--- config.mk ---
export PLATFORM = sky130hd
export DESIGN_NAME = adc_scan_sequencer_averaging_unit
export DESIGN_NICKNAME = d
export VERILOG_FILES = /design/src/design/asau_pkg.sv /design/src/design/asau_cfg.sv /design/src/design/asau_accum.sv /design/src/design/adc_scan_sequencer_averaging_unit.sv
export SDC_FILE = /design/constraint.sdc
export NUM_CORES = 1
export LEC_CHECK = 0
export BUFFER_PORTS_ARGS = -buffer_cell sky130_fd_sc_hd__buf_2
export CAP_MARGIN = 5
export CORE_UTILIZATION = 54
export CTS_BUF_LIST = sky130_fd_sc_hd__clkbuf_4 sky130_fd_sc_hd__clkbuf_8
export DETAILED_ROUTE_END_ITERATION = 10
export PLACE_DENSITY_LB_ADDON = 0.25
export SLEW_MARGIN = 40
export SYNTH_ARGS = -nofsm -noshare
export SYNTH_HDL_FRONTEND = slang
export SYNTH_SLANG_ARGS = --single-unit
--- constraint.sdc ---
create_clock -name clk -period 3.3 [get_ports clk]
set_input_delay 0.825 -clock clk [delete_from_list [all_inputs] [get_ports clk]]
set_output_delay 0.825 -clock clk [all_outputs]
set_load 0.01 [all_outputs]
--- src/design/asau_pkg.sv ---
// ----------------------------------------------------------------------------
// asau_pkg
// Shared widths, register indexes and bundle types for the ADC scan
// sequencer averaging unit.
// ----------------------------------------------------------------------------
package asau_pkg;

	// number of scan slots that the hardware holds
	localparam int unsigned MAX_SLOTS = 8;

	localparam int unsigned SLOT_W    = 3;
	localparam int unsigned ACTIVE_W  = 4;
	localparam int unsigned CHAN_W    = 5;
	localparam int unsigned SHIFT_W   = 3;
	localparam int unsigned SAMPLE_W  = 10;
	localparam int unsigned SUM_W     = 16;
	localparam int unsigned CNT_W     = 8;
	localparam int unsigned AVG_W     = 10;
	localparam int unsigned CMAP_W    = CHAN_W * MAX_SLOTS;
	localparam int unsigned SMAP_W    = SHIFT_W * MAX_SLOTS;
	localparam int unsigned CFG_W     = CMAP_W;
	localparam int unsigned CFG_IDX_W = 2;

	// stream payload widths, padded to whole bytes
	localparam int unsigned IN_TDATA_W  = 16;
	localparam int unsigned OUT_TDATA_W = 24;

	// configuration register indexes
	typedef enum logic [CFG_IDX_W-1:0] {
		REG_ACTIVE_SLOTS = 2'd0,
		REG_CHANNEL_MAP  = 2'd1,
		REG_SHIFT_MAP    = 2'd2
	} reg_idx_t;

	// configuration register bundle
	typedef struct packed {
		logic [ACTIVE_W-1:0] active_slots;
		logic [CMAP_W-1:0]   channel_map;
		logic [SMAP_W-1:0]   shift_map;
	} cfg_t;

	// one result item
	typedef struct packed {
		logic              avg_ready;
		logic [SLOT_W-1:0] done_slot;
		logic [AVG_W-1:0]  average;
		logic [CHAN_W-1:0] next_channel;
	} result_t;

endpackage

--- src/design/asau_cfg.sv ---
// ----------------------------------------------------------------------------
// asau_cfg
// Configuration register file: slot count, channel map and shift map,
// written through a plain write port.
// ----------------------------------------------------------------------------
module asau_cfg
	import asau_pkg::*;
(
	input  logic                 clk,
	input  logic                 arst_n,
	input  logic                 cfg_we,
	input  logic [CFG_IDX_W-1:0] cfg_idx,
	input  logic [CFG_W-1:0]     cfg_data,
	output cfg_t                 cfg
);

	cfg_t cfg_q;

	// register writes, unknown indexes are dropped
	always_ff @(posedge clk or negedge arst_n) begin
		if (!arst_n) begin
			cfg_q.active_slots <= ACTIVE_W'(1);
			cfg_q.channel_map  <= '0;
			cfg_q.shift_map    <= '0;
		end else if (cfg_we) begin
			unique case (cfg_idx)
				REG_ACTIVE_SLOTS: cfg_q.active_slots <= cfg_data[ACTIVE_W-1:0];
				REG_CHANNEL_MAP:  cfg_q.channel_map  <= cfg_data[CMAP_W-1:0];
				REG_SHIFT_MAP:    cfg_q.shift_map    <= cfg_data[SMAP_W-1:0];
				default:          cfg_q              <= cfg_q;
			endcase
		end
	end

	assign cfg = cfg_q;

endmodule

--- src/design/asau_accum.sv ---
// ----------------------------------------------------------------------------
// asau_accum
// Per-slot accumulator: sums samples, counts them against 2^shift, forms
// the average and advances the scan slot round-robin.
// ----------------------------------------------------------------------------
module asau_accum
	import asau_pkg::*;
(
	input  logic                clk,
	input  logic                arst_n,
	input  cfg_t                cfg,
	input  logic                step,
	input  logic [SAMPLE_W-1:0] sample,
	output result_t             result
);

	logic [SLOT_W-1:0]   slot_q;
	logic [SUM_W-1:0]    sum_q;
	logic [CNT_W-1:0]    cnt_q;

	logic [SHIFT_W-1:0]  sh;
	logic [SUM_W-1:0]    sum_n;
	logic [CNT_W-1:0]    cnt_n;
	logic                hit;
	logic [SUM_W-1:0]    sum_shr;
	logic [ACTIVE_W-1:0] nxt_wide;
	logic [SLOT_W-1:0]   nxt_slot;
	logic [SLOT_W-1:0]   slot_after;

	// running sum and count, wrapping at their widths
	always_comb begin
		sh      = cfg.shift_map[SHIFT_W*slot_q +: SHIFT_W];
		sum_n   = sum_q + SUM_W'(sample);
		cnt_n   = cnt_q + CNT_W'(1);
		hit     = (cnt_n == (CNT_W'(1) << sh));
		sum_shr = sum_n >> sh;
	end

	// round-robin advance over the active slots
	always_comb begin
		nxt_wide = ACTIVE_W'(slot_q) + ACTIVE_W'(1);
		if (nxt_wide >= cfg.active_slots || nxt_wide >= ACTIVE_W'(MAX_SLOTS)) begin
			nxt_slot = '0;
		end else begin
			nxt_slot = nxt_wide[SLOT_W-1:0];
		end
		slot_after = hit ? nxt_slot : slot_q;
	end

	// result fields
	always_comb begin
		result.avg_ready    = hit;
		result.done_slot    = hit ? slot_q : '0;
		result.average      = hit ? sum_shr[AVG_W-1:0] : '0;
		result.next_channel = cfg.channel_map[CHAN_W*slot_after +: CHAN_W];
	end

	// state update on each processed sample
	always_ff @(posedge clk or negedge arst_n) begin
		if (!arst_n) begin
			slot_q <= '0;
			sum_q  <= '0;
			cnt_q  <= '0;
		end else if (step) begin
			slot_q <= slot_after;
			sum_q  <= hit ? '0 : sum_n;
			cnt_q  <= hit ? '0 : cnt_n;
		end
	end

endmodule

--- src/design/adc_scan_sequencer_averaging_unit.sv ---
// ----------------------------------------------------------------------------
// adc_scan_sequencer_averaging_unit
// Round-robin ADC scan with per-slot oversampling average; every sample
// yields one result carrying the channel to convert next.
// ----------------------------------------------------------------------------
//  channel | direction | handshake          | payload
//  --------+-----------+--------------------+---------------------------------
//  s_*     | in        | s_tvalid/s_tready  | tdata: sample[9:0]
//  m_*     | out       | m_tvalid/m_tready  | tuser: avg_ready; tdata: done_slot,
//          |           |                    |   average, next_channel
//  cfg_*   | in        | cfg_we             | cfg_idx, cfg_data
//
// One sample per clock sustained while m_tready holds; each sample passes the
// input register, then the result register, before its result is valid.
// The accumulate, compare and slot advance sit between those two registers.
// Reset clears the pipeline valids, slot, sum and count; config resets to
// one active slot with all channels and shifts zero.
// A stalled output holds its result; the input register keeps taking
// samples until both stages are full.
// ----------------------------------------------------------------------------
module adc_scan_sequencer_averaging_unit
	import asau_pkg::*;
(
	input  logic                   clk,
	input  logic                   arst_n,
	// sample stream
	input  logic                   s_tvalid,
	output logic                   s_tready,
	input  logic [IN_TDATA_W-1:0]  s_tdata,   // [9:0] sample
	// result stream
	output logic                   m_tvalid,
	input  logic                   m_tready,
	output logic [OUT_TDATA_W-1:0] m_tdata,   // [2:0] done_slot, [12:3] average,
	                                          // [17:13] next_channel
	output logic                   m_tuser,   // [0] avg_ready
	// configuration writes
	input  logic                   cfg_we,
	input  logic [CFG_IDX_W-1:0]   cfg_idx,
	input  logic [CFG_W-1:0]       cfg_data
);

	cfg_t                cfg;
	result_t             result;
	result_t             result_s2;
	logic                valid_s1;
	logic [SAMPLE_W-1:0] sample_s1;
	logic                valid_s2;
	logic                out_free;
	logic                step;

	asau_cfg u_cfg (
		.clk      (clk),
		.arst_n   (arst_n),
		.cfg_we   (cfg_we),
		.cfg_idx  (cfg_idx),
		.cfg_data (cfg_data),
		.cfg      (cfg)
	);

	asau_accum u_accum (
		.clk    (clk),
		.arst_n (arst_n),
		.cfg    (cfg),
		.step   (step),
		.sample (sample_s1),
		.result (result)
	);

	// pipeline flow control
	assign out_free = !valid_s2 || m_tready;
	assign step     = valid_s1 && out_free;
	assign s_tready = !valid_s1 || out_free;

	// input register
	always_ff @(posedge clk or negedge arst_n) begin
		if (!arst_n) begin
			valid_s1 <= 1'b0;
		end else if (s_tready) begin
			valid_s1 <= s_tvalid;
		end
	end

	always_ff @(posedge clk) begin
		if (s_tready && s_tvalid) begin
			sample_s1 <= s_tdata[SAMPLE_W-1:0];
		end
	end

	// result register
	always_ff @(posedge clk or negedge arst_n) begin
		if (!arst_n) begin
			valid_s2 <= 1'b0;
		end else if (out_free) begin
			valid_s2 <= valid_s1;
		end
	end

	always_ff @(posedge clk) begin
		if (step) begin
			result_s2 <= result;
		end
	end

	// output packing
	assign m_tvalid = valid_s2;
	assign m_tuser  = result_s2.avg_ready;
	assign m_tdata  = {(OUT_TDATA_W-SLOT_W-AVG_W-CHAN_W)'(0),
		result_s2.next_channel, result_s2.average, result_s2.done_slot};

endmodule

==> run summary <==
clock root cell - clkbuf_8
arrival time of the worst setup path - 3.78 ns
cell repeated most along the worst path - buf_6
remaining antenna violation count after routing - 0
Post-synth EDFFs - 29
placed inst area - 7780 µm²
clock tree from TritonCTS - yes
Period Utilization, post-route - 104.6%
total met2 wirelength after detailed routing - 9247 µm
share of the synthesized area in the top cell type - 34.81%
number of DRC markers after the initial detailed-route iteration - 516
maximum count of clock buffers along a single path - 2
Top Ports - 90
R2R Path End - m_tdata[17]
clock sink count - 126
total number of vias - 6030
unrepaired setup endpoints after global routing - yes
Max Transition Viols Final - 0
time the final worst path needs with I/O delays and setup - 3.453 ns
Diodes inserted - 0
status - finished with violations
critical path cell sequence - mux4_2, mux2_4, nor2_4, nand4_1, o311a_1, a2111o_1, buf_6, o211ai_4, buf_6, a221oi_1, a31oi_1, o2111a_1
initial core utilization - 56.52%
area of the mapped netlist - 6902 µm²
overall die width - 115.1 µm
met3 wire length - 1348 µm
Synth Flop Type - dfrtp_1
remaining global-route overflow - 0
cts-stage hold buffer count - 0
number of rows created at floorplan - 40
Port Buf Inserts - 77
top cells by area in the synthesized netlist - dfrtp_1 (35%), edfxtp_1 (13%), mux2_2 (11%)
slowest CP cell - mux4_2
WL/cell - 19.41 µm
number of global-route vias before repair - 5592
library cell with the largest summed area after synthesis - dfrtp_1
clock skew after layout - 0.01422 ns
WP data required - 3.63 ns
Worst R2R Start - u_accum.slot_q[0]
net count reported at finish - 881
mean area per synthesized cell - 10.54 µm²
path class of the lowest-slack min-delay path - primary input to async pin
proportion of layout cells with a drive suffix above 1 - 43.61%
Setup crit start kind - flip-flop
drt via density - 6.141
maximum vdd drop - 0.4479 mV
startpoint-to-endpoint class of the critical path - flip-flop to flip-flop
global routing usage summed across all routing layers - 28.25%
fin worst setup slack - -0.1532 ns
clock slew at the register clock pins of the worst setup and hold paths - 0.08 ns
number of hold violations in the final report - 0
Layout Cells excl Fill - 982
wl on met1 - 7996 µm
setup slack, reg-to-reg - -0.15 ns
total power - 0.007551 W
number of antenna violations at the first check in global routing - 0
# Max-Cap Violations - 0
failing checks - setup timing
Final setup viols - 10
top layer in use - met4
sequential fraction of the synthesis area - 47.81%
die area - 13240 µm²
CP max stage delay - 0.61 ns
count of warnings emitted by yosys - 0
Fmax achieved - 0.2896 GHz
post-synthesis instance total - 655
Critical path buffers and inverters - 2
kind of cell adding the most delay to the critical path - compound AO/OA/AOI/OAI gates
FF-to-FF path depth - 12
Layout Cell Area excl Fill - 9036 µm²
count of TritonRoute iterations in the first routing pass - 5
P per Cell Area - 835.6 nW/µm²
aggregate routed wire length - 19060 µm
Yosys reg bits - 126
leak pwr - 3.862 nW
slew at the pin with the worst max-slew slack - 0.7698 ns
vertical die dimension - 115.1 µm
Setup Slack @ Placement - -0.4213 ns
wire length of the first global-routing pass - 28170 µm
Cell variety after synth - 69
number of logic stages on the critical path including buffering - 12
top fanout value on the critical path - 6
Clk Latency, worst-skew pair - 0.47 ns
core area - 12210 µm²
number of cells in the design after placement - 921
worst-case headroom to the max-slew limit - 48.57%
number of buffers inserted during clock tree synthesis - 17
maximum number of pins on one net before global-route repair - 98
Setup crit end kind - flip-flop
DRC violations left - 0
utilization of the core after routing - 74.00%
Detailed Place HPWL - 12010 µm
Area growth, synth to finish - 30.93%
final estimated routing congestion in global placement - 0.8894
maximum level of the CTS H-tree - 4
Synth async-reset ratio - 76.98%
## cell usage in the layout (no fill, tap or decap), types with 4 or more instances in the layout
master / synthesis / layout
dfrtp_1: 96 / 95
buf_2: 7 / 76
nand2_1: 76 / 72
mux2_2: 66 / 65
buf_4: 8 / 62
a21oi_1: 44 / 38
edfxtp_1: 29 / 29
o21ai_0: 55 / 26
nor2_1: 29 / 21
nand3_1: 23 / 21
clkbuf_8: 0 / 19
buf_6: 3 / 18
o21ai_2: 0 / 15
ha_1: 16 / 15
o21ai_1: 0 / 14
mux2i_1: 13 / 12
inv_1: 12 / 11
xnor2_1: 13 / 11
a21o_1: 11 / 11
nor3_1: 16 / 9
and3_1: 7 / 7
a21oi_2: 1 / 7
xor2_1: 6 / 6
nor3_2: 0 / 6
a31oi_1: 8 / 6
conb_1: 1 / 6
nand2b_1: 5 / 5
a221oi_2: 0 / 5
o2111a_1: 5 / 5
mux4_2: 4 / 4
nor2_2: 0 / 4
nor2_4: 0 / 4
inv_4: 0 / 4
buf_12: 0 / 4
## what timing repair did
action / in CTS / in global routing
buffers inserted: 14 / 12
gates resized for setup: 54 / 105
cloned: 2 / 1
pin swaps: 12 / 38
endpoints found under the setup margin: 36 / 39
## state kept, by name (all words and copies together), names as in the netlist
register        flops
m_tdata            18
m_tuser             1
m_tvalid            1
sample_s1          10
u_accum.cnt_q       8
u_accum.slot_q      3
u_accum.sum_q      16
u_cfg.cfg          68
valid_s1            1
## report_power, final
part / leakage (nW) / total (W) / switching [W] / internal (W)
clock: 0.214 / 0.00146 / 0.000657 / 0.000800
sequential: 1.45 / 0.00225 / 0.000307 / 0.00194
combinational: 2.20 / 0.00385 / 0.00214 / 0.00170
## cell type report
type	instances	area (µm²)
Clock buffer	20	269.0
Clock inverter	12	155.1
Fill cell	839	3176
Inverter	12	47.55
Multi-Input combinational cell	480	3855
Sequential cell	126	3301
Tap cell	168	210.2
Timing Repair Buffer	164	1199
## worst register-to-register path, cell delays in order, from the launching register on
cell and delay [ns]:
dfrtp_2 0.51, mux4_2 0.61, mux2_4 0.31, nor2_4 0.14, nand4_1 0.11, o311a_1 0.17, a2111o_1 0.42, buf_6 0.15
o211ai_4 0.27, buf_6 0.19, a221oi_1 0.07, a31oi_1 0.15, o2111a_1 0.21
## cell families after synthesis
| family | share of synthesized area [%] |
|---|---|
| AO/OA/AOI/OAI | 15.70 |
| XOR/XNOR | 2.411 |
| adder cells (fa/ha/maj) | 3.191 |
| buffers and inverters | 3.934 |
| flip-flops | 47.81 |
| multiplexers | 14.34 |
| other | 0.05434 |
| AND/OR/NAND/NOR | 12.56 |
## stage by stage
| step | hold slack [ns] | TNS [ns] |
|---|---|---|
| 6_report | 0.3536 | -0.8645 |
| 5_1_grt | 0.4224 | -2.671 |
| 4_1_cts | 0.4242 | -0.5180 |
| 3_5_place_dp | 0.4654 | -5.203 |
| 3_3_place_gp | 0.4636 | -2.947 |
| 2_1_floorplan | 0.4428 | 0 |
## worst max-delay path by stage
stage                        endpoint               from  slack, ns
after detailed placement  m_tdata[11]  u_accum.slot_q[0]      -0.42
after global placement    m_tdata[11]  u_accum.slot_q[0]      -0.37
after floorplan           m_tdata[11]       sample_s1[0]       0.01
final                     m_tdata[17]  u_accum.slot_q[0]      -0.15
after global routing      m_tdata[15]  u_accum.slot_q[0]      -0.27
after CTS                 m_tdata[14]  u_accum.slot_q[0]      -0.08
## synthesized netlist by cell type, types with 12 or more instances
library cell	number
nor3_1	16
edfxtp_1	29
dfrtp_1	96
mux2i_1	13
a21oi_1	44
xnor2_1	13
inv_1	12
nor2_1	29
mux2_2	66
ha_1	16
clkbuf_1	20
nand2_1	76
o21ai_0	55
nand3_1	23
## metal layers
metal | vias to the layer above | track usage [%]
li1 | 2702 | -
met4 | 0 | 10.22
met2 | 308 | 44.62
met3 | 45 | 7.064
met5 | - | 0
met1 | 2975 | 37.95
Power figures use the tool's default switching activity.
